===== src/hdl/olwd_pkg.sv =====
// olwd_pkg: shared types and constants of the ordered list block
// command and status codes, write address selects, controller/datapath structs
// no dependencies
package olwd_pkg;

  localparam int unsigned CMD_W = 2;
  localparam int unsigned VAL_W = 32;
  localparam int unsigned STS_W = 3;

  typedef enum logic [CMD_W-1:0] {
    CMD_INS_END   = 2'd0,
    CMD_INS_BEGIN = 2'd1,
    CMD_DELETE    = 2'd2,
    CMD_DISPLAY   = 2'd3
  } command_e;

  typedef enum logic [STS_W-1:0] {
    STS_DONE      = 3'd0,
    STS_EMPTY     = 3'd1,
    STS_NOT_FOUND = 3'd2,
    STS_FULL      = 3'd3,
    STS_ENTRY     = 3'd4
  } status_e;

  typedef enum logic [1:0] {
    WR_TAIL,
    WR_HEAD,
    WR_PREV
  } wr_sel_e;

  // controller to datapath
  typedef struct packed {
    logic    capture;
    logic    idx_clr;
    logic    idx_inc;
    logic    wr_en;
    wr_sel_e wr_sel;
    logic    head_dec;
    logic    cnt_inc;
    logic    cnt_dec;
    logic    out_load;
    status_e out_status;
    logic    out_entry;
    logic    out_last;
  } dp_cmd_t;

  // datapath to controller
  typedef struct packed {
    command_e cmd;
    logic     empty;
    logic     full;
    logic     match;
    logic     idx_last;
    logic     out_free;
  } dp_sts_t;

endpackage


===== src/hdl/olwd_if.sv =====
// olwd_in_if / olwd_out_if: valid/ready channels of the ordered list block
// depends on olwd_pkg for field widths
interface olwd_in_if;
  import olwd_pkg::*;
  logic                    valid;
  logic                    ready;
  logic [CMD_W-1:0]        command;
  logic signed [VAL_W-1:0] value;
  modport source(output valid, output command, output value, input ready);
  modport sink(input valid, input command, input value, output ready);
endinterface

interface olwd_out_if;
  import olwd_pkg::*;
  logic                    valid;
  logic                    ready;
  logic [STS_W-1:0]        status;
  logic signed [VAL_W-1:0] entry_value;
  logic                    last;
  modport source(output valid, output status, output entry_value, output last, input ready);
  modport sink(input valid, input status, input entry_value, input last, output ready);
endinterface


===== src/hdl/olwd_dp.sv =====
// olwd_dp: list storage (circular buffer memory), pointers and output register
// depends on olwd_pkg; driven by olwd_ctrl through dp_cmd_t
module olwd_dp #(
  parameter int unsigned CAPACITY = 16
) (
  input  logic                             clk_i,
  input  logic                             rst_ni,
  input  logic [olwd_pkg::CMD_W-1:0]       command_i,
  input  logic signed [olwd_pkg::VAL_W-1:0] value_i,
  input  olwd_pkg::dp_cmd_t                cmd_i,
  output olwd_pkg::dp_sts_t                sts_o,
  input  logic                             out_ready_i,
  output logic                             out_valid_o,
  output logic [olwd_pkg::STS_W-1:0]       out_status_o,
  output logic signed [olwd_pkg::VAL_W-1:0] out_value_o,
  output logic                             out_last_o
);
  import olwd_pkg::*;

  localparam int unsigned AW = (CAPACITY > 1) ? $clog2(CAPACITY) : 1;
  localparam int unsigned CW = $clog2(CAPACITY + 1);
  localparam int unsigned SW = CW + 1;

  logic [VAL_W-1:0] mem [CAPACITY];
  logic [VAL_W-1:0] rd_data_q;
  logic [VAL_W-1:0] value_q;
  logic [VAL_W-1:0] wr_data;
  command_e         cmd_q;

  logic [AW-1:0] head_q, head_d, head_dec;
  logic [CW-1:0] count_q, count_d;
  logic [CW-1:0] idx_q, idx_d;
  logic [AW-1:0] rd_addr, wr_addr;
  logic [SW-1:0] prev_sum;

  logic             out_valid_q;
  logic [STS_W-1:0] out_status_q;
  logic [VAL_W-1:0] out_value_q;
  logic             out_last_q;

  function automatic logic [AW-1:0] wrap(input logic [SW-1:0] s);
    logic [SW-1:0] r;
    r = (s >= SW'(CAPACITY)) ? s - SW'(CAPACITY) : s;
    return r[AW-1:0];
  endfunction

  assign head_dec = (head_q == '0) ? AW'(CAPACITY - 1) : head_q - AW'(1);

  always_comb begin
    idx_d = idx_q;
    if (cmd_i.idx_clr) begin
      idx_d = '0;
    end else if (cmd_i.idx_inc) begin
      idx_d = idx_q + CW'(1);
    end
  end

  always_comb begin
    count_d = count_q;
    if (cmd_i.cnt_inc) begin
      count_d = count_q + CW'(1);
    end else if (cmd_i.cnt_dec) begin
      count_d = count_q - CW'(1);
    end
  end

  assign head_d   = cmd_i.head_dec ? head_dec : head_q;
  assign rd_addr  = wrap(SW'(head_q) + SW'(idx_d));
  assign prev_sum = SW'(head_q) + SW'(idx_q) - SW'(1);

  always_comb begin
    case (cmd_i.wr_sel)
      WR_TAIL: wr_addr = wrap(SW'(head_q) + SW'(count_q));
      WR_HEAD: wr_addr = head_dec;
      WR_PREV: wr_addr = wrap(prev_sum);
      default: wr_addr = head_q;
    endcase
  end

  assign wr_data = (cmd_i.wr_sel == WR_PREV) ? rd_data_q : value_q;

  always_ff @(posedge clk_i) begin
    if (cmd_i.wr_en) begin
      mem[wr_addr] <= wr_data;
    end
    rd_data_q <= mem[rd_addr];
  end

  always_ff @(posedge clk_i or negedge rst_ni) begin
    if (!rst_ni) begin
      head_q      <= '0;
      count_q     <= '0;
      idx_q       <= '0;
      out_valid_q <= 1'b0;
    end else begin
      head_q  <= head_d;
      count_q <= count_d;
      idx_q   <= idx_d;
      if (cmd_i.out_load) begin
        out_valid_q <= 1'b1;
      end else if (out_ready_i) begin
        out_valid_q <= 1'b0;
      end
    end
  end

  always_ff @(posedge clk_i) begin
    if (cmd_i.capture) begin
      cmd_q   <= command_e'(command_i);
      value_q <= value_i;
    end
    if (cmd_i.out_load) begin
      out_status_q <= cmd_i.out_status;
      out_value_q  <= cmd_i.out_entry ? rd_data_q : '0;
      out_last_q   <= cmd_i.out_last;
    end
  end

  assign sts_o.cmd      = cmd_q;
  assign sts_o.empty    = (count_q == '0);
  assign sts_o.full     = (count_q == CW'(CAPACITY));
  assign sts_o.match    = (rd_data_q == value_q);
  assign sts_o.idx_last = ((SW'(idx_q) + SW'(1)) == SW'(count_q));
  assign sts_o.out_free = !out_valid_q || out_ready_i;

  assign out_valid_o  = out_valid_q;
  assign out_status_o = out_status_q;
  assign out_value_o  = $signed(out_value_q);
  assign out_last_o   = out_last_q;

endmodule


===== src/hdl/olwd_ctrl.sv =====
// olwd_ctrl: sequencer for insert, delete scan/shift and display walk
// depends on olwd_pkg; commands olwd_dp through dp_cmd_t
module olwd_ctrl (
  input  logic              clk_i,
  input  logic              rst_ni,
  input  logic              in_valid_i,
  output logic              in_ready_o,
  input  olwd_pkg::dp_sts_t sts_i,
  output olwd_pkg::dp_cmd_t cmd_o
);
  import olwd_pkg::*;

  typedef enum logic [2:0] {
    S_IDLE,
    S_DISPATCH,
    S_RESULT,
    S_SCAN,
    S_SHIFT,
    S_SHOW
  } state_e;

  state_e  state_q, state_d;
  status_e res_q, res_d;

  always_ff @(posedge clk_i or negedge rst_ni) begin
    if (!rst_ni) begin
      state_q <= S_IDLE;
      res_q   <= STS_DONE;
    end else begin
      state_q <= state_d;
      res_q   <= res_d;
    end
  end

  assign in_ready_o = (state_q == S_IDLE);

  always_comb begin
    state_d = state_q;
    res_d   = res_q;
    cmd_o   = '0;
    cmd_o.wr_sel     = WR_TAIL;
    cmd_o.out_status = STS_DONE;
    case (state_q)
      S_IDLE: begin
        if (in_valid_i) begin
          cmd_o.capture = 1'b1;
          state_d       = S_DISPATCH;
        end
      end
      S_DISPATCH: begin
        case (sts_i.cmd)
          CMD_INS_END: begin
            state_d = S_RESULT;
            if (sts_i.full) begin
              res_d = STS_FULL;
            end else begin
              res_d         = STS_DONE;
              cmd_o.wr_en   = 1'b1;
              cmd_o.wr_sel  = WR_TAIL;
              cmd_o.cnt_inc = 1'b1;
            end
          end
          CMD_INS_BEGIN: begin
            state_d = S_RESULT;
            if (sts_i.full) begin
              res_d = STS_FULL;
            end else begin
              res_d          = STS_DONE;
              cmd_o.wr_en    = 1'b1;
              cmd_o.wr_sel   = WR_HEAD;
              cmd_o.head_dec = 1'b1;
              cmd_o.cnt_inc  = 1'b1;
            end
          end
          CMD_DELETE: begin
            if (sts_i.empty) begin
              res_d   = STS_EMPTY;
              state_d = S_RESULT;
            end else begin
              cmd_o.idx_clr = 1'b1;
              state_d       = S_SCAN;
            end
          end
          CMD_DISPLAY: begin
            if (sts_i.empty) begin
              res_d   = STS_EMPTY;
              state_d = S_RESULT;
            end else begin
              cmd_o.idx_clr = 1'b1;
              state_d       = S_SHOW;
            end
          end
          default: state_d = S_IDLE;
        endcase
      end
      S_RESULT: begin
        if (sts_i.out_free) begin
          cmd_o.out_load   = 1'b1;
          cmd_o.out_status = res_q;
          cmd_o.out_last   = 1'b1;
          state_d          = S_IDLE;
        end
      end
      S_SCAN: begin
        if (sts_i.match) begin
          if (sts_i.idx_last) begin
            cmd_o.cnt_dec = 1'b1;
            res_d         = STS_DONE;
            state_d       = S_RESULT;
          end else begin
            cmd_o.idx_inc = 1'b1;
            state_d       = S_SHIFT;
          end
        end else if (sts_i.idx_last) begin
          res_d   = STS_NOT_FOUND;
          state_d = S_RESULT;
        end else begin
          cmd_o.idx_inc = 1'b1;
        end
      end
      S_SHIFT: begin
        cmd_o.wr_en  = 1'b1;
        cmd_o.wr_sel = WR_PREV;
        if (sts_i.idx_last) begin
          cmd_o.cnt_dec = 1'b1;
          res_d         = STS_DONE;
          state_d       = S_RESULT;
        end else begin
          cmd_o.idx_inc = 1'b1;
        end
      end
      S_SHOW: begin
        if (sts_i.out_free) begin
          cmd_o.out_load   = 1'b1;
          cmd_o.out_status = STS_ENTRY;
          cmd_o.out_entry  = 1'b1;
          cmd_o.out_last   = sts_i.idx_last;
          if (sts_i.idx_last) begin
            state_d = S_IDLE;
          end else begin
            cmd_o.idx_inc = 1'b1;
          end
        end
      end
      default: state_d = S_IDLE;
    endcase
  end

endmodule


===== src/hdl/ordered_list_with_delete_by_value_core.sv =====
// ordered_list_with_delete_by_value_core: bounded ordered list with delete by value
// depends on olwd_pkg, olwd_if, olwd_ctrl, olwd_dp
//
//  channel | dir | payload                      | per item
//  in_i    | in  | command, value               | one command
//  out_o   | out | status, entry_value, last    | one, or one per entry on display
//
// insert: written to the list in the dispatch state, result loaded from the result state
// delete: scans the memory up to the match, then moves each entry behind it
//   down by one place (single write and single registered read port of the list memory)
// display: walks the list from the head, one entry per cycle while out_o is ready
// reset clears count and pointers; the list memory itself is not cleared
// a stalled out_o holds the sequencer at its next result; in_i is taken only between items
module ordered_list_with_delete_by_value_core #(
  parameter int unsigned CAPACITY = 16
) (
  input  logic              clk_i,
  input  logic              rst_ni,
  olwd_in_if.sink           in_i,
  olwd_out_if.source        out_o
);
  import olwd_pkg::*;

  dp_cmd_t dp_cmd;
  dp_sts_t dp_sts;

  olwd_ctrl u_ctrl (
    .clk_i      (clk_i),
    .rst_ni     (rst_ni),
    .in_valid_i (in_i.valid),
    .in_ready_o (in_i.ready),
    .sts_i      (dp_sts),
    .cmd_o      (dp_cmd)
  );

  olwd_dp #(
    .CAPACITY (CAPACITY)
  ) u_dp (
    .clk_i        (clk_i),
    .rst_ni       (rst_ni),
    .command_i    (in_i.command),
    .value_i      (in_i.value),
    .cmd_i        (dp_cmd),
    .sts_o        (dp_sts),
    .out_ready_i  (out_o.ready),
    .out_valid_o  (out_o.valid),
    .out_status_o (out_o.status),
    .out_value_o  (out_o.entry_value),
    .out_last_o   (out_o.last)
  );

endmodule

===== src/flat_wrapper.sv =====
// flat-port wrapper written by rule: the top's interface ports become plain ports
module ordered_list_with_delete_by_value_core_flat import olwd_pkg::*;
#(
  parameter int unsigned CAPACITY = 16
)
  (clk_i, rst_ni, in_i_valid, in_i_command, in_i_value, in_i_ready, out_o_valid, out_o_status, out_o_entry_value, out_o_last, out_o_ready);
  olwd_in_if in_i_i ();
  olwd_out_if out_o_i ();
  input  logic clk_i;
  input  logic rst_ni;
  input wire logic [$bits(in_i_i.valid)-1:0] in_i_valid;
  input wire logic [$bits(in_i_i.command)-1:0] in_i_command;
  input wire logic [$bits(in_i_i.value)-1:0] in_i_value;
  output wire logic [$bits(in_i_i.ready)-1:0] in_i_ready;
  output wire logic [$bits(out_o_i.valid)-1:0] out_o_valid;
  output wire logic [$bits(out_o_i.status)-1:0] out_o_status;
  output wire logic [$bits(out_o_i.entry_value)-1:0] out_o_entry_value;
  output wire logic [$bits(out_o_i.last)-1:0] out_o_last;
  input wire logic [$bits(out_o_i.ready)-1:0] out_o_ready;
  assign in_i_i.valid = in_i_valid;
  assign in_i_i.command = in_i_command;
  assign in_i_i.value = in_i_value;
  assign in_i_ready = in_i_i.ready;
  assign out_o_valid = out_o_i.valid;
  assign out_o_status = out_o_i.status;
  assign out_o_entry_value = out_o_i.entry_value;
  assign out_o_last = out_o_i.last;
  assign out_o_i.ready = out_o_ready;
  ordered_list_with_delete_by_value_core #(.CAPACITY(CAPACITY)) u_core (.clk_i(clk_i), .rst_ni(rst_ni), .in_i(in_i_i), .out_o(out_o_i));
endmodule

===== config.mk =====
export PLATFORM = sky130hd
export DESIGN_NAME = ordered_list_with_delete_by_value_core_flat
export DESIGN_NICKNAME = d
export VERILOG_FILES = /design/src/hdl/olwd_pkg.sv /design/src/hdl/olwd_if.sv /design/src/hdl/olwd_dp.sv /design/src/hdl/olwd_ctrl.sv /design/src/hdl/ordered_list_with_delete_by_value_core.sv /design/src/flat_wrapper.sv
export SDC_FILE = /design/constraint.sdc
export NUM_CORES = 1
export LEC_CHECK = 0
export ABC_AREA = 1
export BUFFER_PORTS_ARGS = -buffer_cell sky130_fd_sc_hd__buf_2
export CAP_MARGIN = 15
export CORE_UTILIZATION = 45
export DETAILED_ROUTE_END_ITERATION = 6
export GPL_TIMING_DRIVEN = 0
export SETUP_SLACK_MARGIN = 0.2
export SLEW_MARGIN = 25
export SYNTH_ARGS = -nofsm -noshare
export SYNTH_HDL_FRONTEND = slang
export SYNTH_SLANG_ARGS = --single-unit

===== constraint.sdc =====
create_clock -name clk_i -period 12.55 [get_ports clk_i]
set_input_delay 2.51 -clock clk_i [delete_from_list [all_inputs] [get_ports clk_i]]
set_output_delay 2.51 -clock clk_i [all_outputs]
set_load 0.03 [all_outputs]

# --- Word level (Yosys, flattened, before mapping) ---
# Memories as Yosys holds them, arrays and structs flattened. A register that Yosys moved wholly into a read port is not among the register bits.
# Cells that the tools add are included.
# W data, S select, Z words.
classes:
  add_sub_neg: 12
  order_cmp: 3
  n_mux: 57
  n_reduce_logical: 15
  n_eq_ne: 19
op_table:
  columns: ["op", "n"]
  rows:
  - ["$mux W3", 13]
  - ["$eq A32 B32 Y1", 1]
  - ["$mux W32", 1]
  - ["$mux W5", 5]
  - ["$mux W4", 5]
  - ["$add A4 B5 Y6", 3]
  - ["$ge A6 B5 Y1 const B", 3]
  - ["$mux W1", 18]
  - ["$pmux W3 S2", 3]
  - ["$pmux W3 S3", 2]
  - ["$pmux W3 S6", 1]
  - ["$sub A4 B1 Y4 const B", 4]
  - ["$pmux W4 S3", 1]
  - ["$add A5 B1 Y5 const B", 2]
  - ["$pmux W1 S2", 4]
  - ["$pmux W4 S2", 1]
  - ["$add A5 B1 Y6 const B", 1]
  - ["$eq A2 B2 Y1 const B", 3]
  - ["$eq A3 B2 Y1 const B", 2]
  - ["$eq A3 B3 Y1 const B", 2]
  - ["$eq A6 B5 Y1", 1]
  - ["$mux W6", 1]
  - ["$ne A3 B2 Y1 const B", 2]
  - ["$reduce_or A2 Y1", 3]
  - ["other kinds (18)", 24]
word_totals:
  input_bits: 38
  reg_bits: 91
  mem_bits_rw: 512
  n_memories: 1
mem_list:
  columns: ["memory", "words", "word_bits", "read_ports", "rd_ports_with_merged_regs", "write_ports", "line_no", "source"]
  rows:
  - ["u_core.u_dp.mem", 16, 32, 1, 1, 1, "olwd_dp.sv:24", "logic [VAL_W-1:0] mem [CAPACITY];"]

# --- Depth between registers and ports, before layout ---
# Gate-level depths: netlist of the first run.
depth:
  word_depth: 10
  depth_mapped: 22
  ltp_nobuf: 21

# --- Hierarchy ---
# Synthesis of the first run repeated with hierarchy kept, for this count alone.
unflattened:
  cells_unflattened: 2407
  hier_area_um2: 27166.1
modules_own_cells:
  columns: ["module", "area_per_inst_um2", "seq_area_each_um2", "cells_each", "instances"]
  rows:
  - ["olwd_dp", 26569.2, 18492.7, 2309, 1]
  - ["olwd_ctrl", 596.8, 150.1, 98, 1]

# --- Worst setup path after synthesis of the first run ---
# OpenSTA, ideal clock, no wires.
synth_timing:
  path_kind: "input -> register"
  start: "in out_o_ready"
  end: "reg u_core.u_dp.rd_data_q[11], read port of u_core.u_dp.mem"
  cell_stages: 17
  slack_ns: 7.435
  path_buffers: 2
  setup_ns: 0.058
  arrival_ns: 5.057
  path_cell_list: "nor2_1 > inv_1 > nand2_4 > nand2_4 > nand2_4 > o21ai_0 > a21oi_1 > ha_1 > fa_1 > inv_1 > clkbuf_1 > clkbuf_1 > a21oi_1 > a32o_1 > o21ai_0 > nand3_1 > nand2_2"
synth_via:
  elab_chain_len: 8
  elab_cells_between_ends: 9
synth_lines:
  columns: ["item", "line_no", "source"]
  rows:
  - ["start, declared", "flat_wrapper.sv:19", "input wire logic [$bits(out_o_i.ready)-1:0] out_o_ready;"]
  - ["$logic_or A1 B1 Y1 *", "olwd_dp.sv:124", "assign sts_o.out_free = !out_valid_q || out_ready_i;"]
  - ["$mux W1 *", "olwd_ctrl.sv:133", "if (sts_i.out_free) begin"]
  - ["$pmux W1 S2 *", "olwd_ctrl.sv:43", "case (state_q)"]
  - ["$mux W5 *", "olwd_dp.sv:53", "end else if (cmd_i.idx_inc) begin"]
  - ["$mux W5 *", "olwd_dp.sv:51", "if (cmd_i.idx_clr) begin"]
  - ["named net u_core.u_dp.idx_d[0]", "olwd_dp.sv:32", "logic [CW-1:0] idx_q, idx_d;"]
  - ["$add A4 B5 Y6 *", "olwd_dp.sv:68", "assign rd_addr = wrap(SW'(head_q) + SW'(idx_d));"]
  - ["$ge A6 B5 Y1 or $sub A4 B1 Y4 (tied branches)", "olwd_dp.sv:43", "r = (s >= SW'(CAPACITY)) ? s - SW'(CAPACITY) : s;"]
  - ["$mux W4 *", "olwd_dp.sv:43", null]
  - ["end, declared", "olwd_dp.sv:25", "logic [VAL_W-1:0] rd_data_q;"]
# The timed path passes the listed nets; every way through them passes the cells marked *.
# A chain may end at the register's enable or synchronous reset.

# --- Final worst setup path of the first run ---
layout_timing:
  start: "in out_o_ready"
  end: "reg u_core.u_dp.rd_data_q[31], read port of u_core.u_dp.mem"
# The elaborated chain is that of the path after synthesis.

==> results of run 1 <==
[path summary, 6_finish.rpt]
path	slack (ns)	cells after the start	end	from
setup reg to reg	7.69	22	u_core.u_dp.rd_data_q[31]	u_core.u_dp.idx_q[0]
hold reg to reg	0.49	2	u_core.u_ctrl.res_q[2]	u_core.u_ctrl.res_q[2]
hold / removal	0.49	2	u_core.u_ctrl.res_q[2]	u_core.u_ctrl.res_q[2]
max in group asynchronous	10.31	1	u_core.u_ctrl.state_q[0]	rst_ni
min in group asynchronous	1.89	1	u_core.u_dp.idx_q[2]	rst_ni
setup / recovery	6.42	19	u_core.u_dp.rd_data_q[31]	out_o_ready
[through the flow]
stage / std cells / cell area (um^2) / hold WS, ns
floorplan: 2152 / 26260 / 0.4572
global placement: 2992 / 27590 / 0.4778
detailed placement: 3024 / 28330 / 0.4801
CTS: 3143 / 30380 / 0.4947
global route: 3143 / 30400 / 0.5327
finish: 3144 / 30410 / 0.4915
[worst max-delay path: stages]
cell and delay (ns):
buf_2 0.09, nor2_1 0.20, inv_1 0.16, nand2_4 0.21, nand2_4 0.09, nand2_4 0.10, o21ai_0 0.08, a21oi_1 0.21
ha_1 0.23, fa_1 0.47, inv_1 0.12, clkbuf_1 0.58, clkbuf_1 0.73, o21ai_0 0.26, o22ai_1 0.20, nand2_1 0.07
o21ai_0 0.10, nand3_1 0.13, nand2_1 0.11
[cells by family after synthesis]
family	Yosys count	synth area share, %
adder cells (fa/ha/maj)	20	1.067
flip-flops	635	70.99
buffers and inverters	218	3.573
AO/OA/AOI/OAI	447	10.08
XOR/XNOR	33	1.153
AND/OR/NAND/NOR	799	13.14
[area by class of cell]
class,count,area share (%)
Timing Repair Buffer,107,3.070
Sequential cell,635,61.31
Inverter,101,1.247
Tap cell,765,3.148
Clock inverter,25,0.6461
Buffer,117,1.852
Multi-Input combinational cell,1299,22.60
Antenna cell,1,0.008230
Clock buffer,94,6.119
[sequential cells by signal (all words and copies together), names as in the netlist]
register and flops:
u_core.u_dp.idx_q 5, u_core.u_ctrl.state_q 3, u_core.u_dp.mem 512, u_core.u_dp.head_q 4, u_core.u_dp.cmd_q 2, u_core.u_dp.value_q 32, u_core.u_dp.rd_data_q 32, u_core.u_dp.count_q 5
u_core.u_dp.out_status_o 3, u_core.u_dp.out_value_o 32, u_core.u_ctrl.res_q 3, u_core.u_dp.out_valid_o 1, u_core.u_dp.out_last_o 1
[cells in the mapped netlist (4+ instances only)]
master	instances	share of area, %
edfxtp_1	582	67
a32o_1	64	2.4
nand2_2	70	1.7
fa_1	4	0.30
nand4_1	4	0.095
buf_2	30	0.57
nand2_4	5	0.21
ha_1	16	0.76
inv_2	9	0.13
a21oi_1	72	1.4
inv_1	92	1.3
xor2_1	10	0.33
nor2_1	219	3.1
dfxtp_1	32	2.4
clkbuf_1	69	0.99
o21ai_0	242	4.6
nand2_1	414	5.9
o22ai_1	64	1.5
buf_1	8	0.11
dfrtp_1	21	2.0
xnor2_1	22	0.73
nand3_1	66	1.3
[cell usage in the layout (no fill, tap or decap), types with 66 or more instances in the layout]
cell / Yosys / routed
edfxtp_1: 582 / 582
nand2_1: 414 / 413
o21ai_0: 242 / 210
nor2_1: 219 / 202
buf_2: 30 / 105
inv_1: 92 / 92
clkbuf_1: 69 / 87
a21oi_1: 72 / 72
nand2_2: 70 / 71
clkbuf_16: 0 / 69
nand3_1: 66 / 66
[layer usage]
layer  up-vias  wire, um  global-route usage, %
met1      8681     30010                  33.17
met3       121      5906                  4.175
li1       8027         -                      -
met5         -         0                      0
met4         0      1945                  7.978
met2       778     35400                  41.23
==> results.cfg, run 1 <==
[sta]
slew_viol_final = 0
relSlewSlack_pct = 21.95
fmax_mhz = 163.2
fin_crit_sh_pct = 48.83
finClkSkew_ns = 0.02312
rsz0062_at_grt = false
setup_viol = 0
period_minus_slack_ns = 6.129
worst_slew_pin_slew_ns = 1.171
hold_violations = 0
fin_ws_ns = 6.421
finalSetupTns_ns = 0

[synthesis]
synth_nets = 2210
synth_edf_count = 582
syn-mean-instance-area_um2 = 12.20
ys_ff_latch = 635
yosysWarningCount = 0
async_reset_ff_share_pct = 3.307
yosysSeqAreaShare_pct = 70.99
ys.flop_type = edfxtp_1
netlist_area_um2 = 26260
synthCells = 2152
synth_cell_types = 44

[clocking]
cts_resized = 0
cts-hold-fix-buffers = 0
cts_max_level = 3
path_clk_slew_ns = 0.06
cts_tree = yes
clockBufferDepth = 3
cts_setup_buffers = 0
numCtsBuffers = 68
clkSinkCount = 635
clock_latency_ns = 0.60
cts_root_buf = clkbuf_16

[floorplanning]
dieArea_um2 = 59330
core_area_um2 = 57700
dieWidth_um = 243.6
start_util_pct = 45.52
ioPinCount = 76
die_h_um = 243.6
num_rows = 88

[routing]
ant_nets = 0
vias = 17610
drtIter0Drc = 1765
drtPass1Iterations = 6
drc = 0
routedWlPerCell_um = 23.30
totalWireLength_mm = 73.26
vias_per_cell = 5.600

[finish]
drive_above_1_share_pct = 15.39
fillers = 4912
multi_input_area_um2 = 6870
final_net_count = 2387
utilization_pct = 52.70
area_growth_syn_to_layout_pct = 15.78
final-seq-area_um2 = 18640

[global_routing]
grt_overflow = 0
grt_pass1_vias = 17420
grt_pass1_wl_mm = 108.5
grt_use_total_pct = 24.79
antenna_found_initial = 1
grt_start_max_net_pins = 23

[place]
portBuffers = 75
hpwl_mm = 50.28
post-place-ws_ns = 5.858
gp_congestion = 0.8355

[critical_path]
critPathArrivalTime_ns = 6.66
worstPathRequired_ns = 13.08
critical_path_class = primary input to flip-flop
crit_fanout = 10
start_kind = primary input
crit_path_end_kind = flip-flop

[hold_path]
hp-class = flip-flop to flip-flop

[run]
cap_violations = 0

[outcome]
outcome = completed
Power of run 1 is not shown: default switching activity piles up to over one toggle a cycle in this logic, so the estimate is an artifact.
==> inputs of run 2 (changes only) <==
Clock period 12.55 ns to 5 ns, I/O delays scaled along.
==> results.cfg, run 2 (synthesized netlist as in run 1, its figures left out) <==
[critical_path]
critPathArrivalTime_ns = 5.01
crit_path_end_kind = flip-flop
worstPathRequired_ns = 5.53
r2r_slack_ns = 0.52
reg2reg_depth = 21
start_kind = flip-flop
critical_path_class = flip-flop to flip-flop
crit_fanout = 10

[finish]
largest_register = u_core.u_dp.mem
largest_reg_flops = 512
instances_no_fill = 3143
final_cell_mix = edfxtp_1, nand2_1, o21ai_0
antenna_cells = 0
mostFrequentLayoutCell = edfxtp_1
drive_above_1_share_pct = 15.69
utilization_pct = 52.71
area_growth_syn_to_layout_pct = 15.80
final_net_count = 2387

[clocking]
cts_tree = yes
cts_setup_buffers = 0
clockBufferDepth = 3
clock_latency_ns = 0.60
cts_root_buf = clkbuf_16
cts_resized = 2
path_clk_slew_ns = 0.06
numCtsBuffers = 68
cts-hold-fix-buffers = 0
cts_max_level = 3
clkSinkCount = 635

[sta]
hold_slack_ns = 0.3759
period_minus_slack_ns = 4.481
setup_viol = 0
worst_slew_pin_slew_ns = 1.184
relSlewSlack_pct = 21.04
slew_viol_final = 0
rsz0062_at_grt = false
fmax_mhz = 223.2
hold_violations = 0
fin_crit_sh_pct = 89.63
finClkSkew_ns = 0.02018

[hold_path]
hp-class = primary input to asynchronous set/reset pin

[global_routing]
grt_use_total_pct = 24.79
grt_overflow = 0
grt_start_max_net_pins = 23
antenna_found_initial = 1
grt_pass1_wl_mm = 108.6
grt_pass1_vias = 17420

[routing]
drtIter0Drc = 1798
vias = 17560
drc = 0
vias_per_cell = 5.587
routedWlPerCell_um = 23.38
ant_nets = 0
totalWireLength_mm = 73.49
drtPass1Iterations = 6

[floorplanning]
start_util_pct = 45.52
dieArea_um2 = 59330
dieWidth_um = 243.6
ioPinCount = 76
num_rows = 88
core_area_um2 = 57700
die_h_um = 243.6

[place]
gp_congestion = 0.8355
portBuffers = 75
numPlacedInstances = 3024
hpwl_mm = 50.28

[run]
cap_violations = 0

[outcome]
outcome = completed
run 2: cell types whose count changed in the layout (fill, tap and decap cells not counted), sizes merged:
cell | before | now
buf | 152 | 151
clkbuf | 163 | 164
diode | 1 | 0
run 2: layout make-up:
cell class	instances	area [um^2]
Timing Repair Buffer	107	933.4
Tap cell	765	957.2
Multi-Input combinational cell	1299	6870
Buffer	117	571.8
Inverter	101	379.1
Sequential cell	635	18640
Fill cell	4917	27280
Clock inverter	25	196.4
Clock buffer	94	1861
run 2: worst max-delay path: stages (launching register included):
cell,delay [ns]
dfrtp_1,0.44
ha_1,0.33
inv_1,0.06
nand2_1,0.05
nand2_1,0.06
nor2_2,0.10
nand2_1,0.09
nor2_4,0.11
nand3_4,0.15
nand2_4,0.13
inv_1,0.09
o21ai_0,0.16
a21oi_1,0.11
fa_1,0.59
clkbuf_1,0.53
clkbuf_1,0.58
o21ai_0,0.21
o22ai_1,0.20
nand2_1,0.07
o21ai_0,0.16
nand2_2,0.09
nand2_2,0.08
run 2: layer usage:
layer  GRT usage [%]  share of wire (%)  vias to the layer above
met1           33.17                 41                     8699
met4           7.978                2.6                        0
li1                -                  -                     8016
met5               0                  0                        -
met3           4.175                7.6                      109
met2           41.23                 48                      736
run 2: per-stage QoR:
| stage | instance area, um^2 | setup slack [ns] | TNS, ns |
|---|---|---|---|
| 3_5_place_dp | 28330 | -0.1821 | -2.157 |
| 4_1_cts | 30390 | 0.2248 | 0 |
| 6_report | 30410 | 0.5187 | 0 |
| 3_3_place_gp | 27590 | -0.7689 | -285.24 |
| 2_1_floorplan | 26260 | 1.053 | 0 |
| 5_1_grt | 30410 | 0.2503 | 0 |
run 2: worst paths after layout:
check,start,endpoint
min in group clk_i,u_core.u_ctrl.res_q[2],u_core.u_ctrl.res_q[2]
min,rst_ni,u_core.u_dp.idx_q[2]
max,u_core.u_dp.idx_q[1],u_core.u_dp.rd_data_q[22]
max in group asynchronous,rst_ni,u_core.u_ctrl.state_q[0]
min reg2reg,u_core.u_ctrl.res_q[2],u_core.u_ctrl.res_q[2]
max reg2reg,u_core.u_dp.idx_q[1],u_core.u_dp.rd_data_q[22]
Power of run 2 is left out for the same reason.
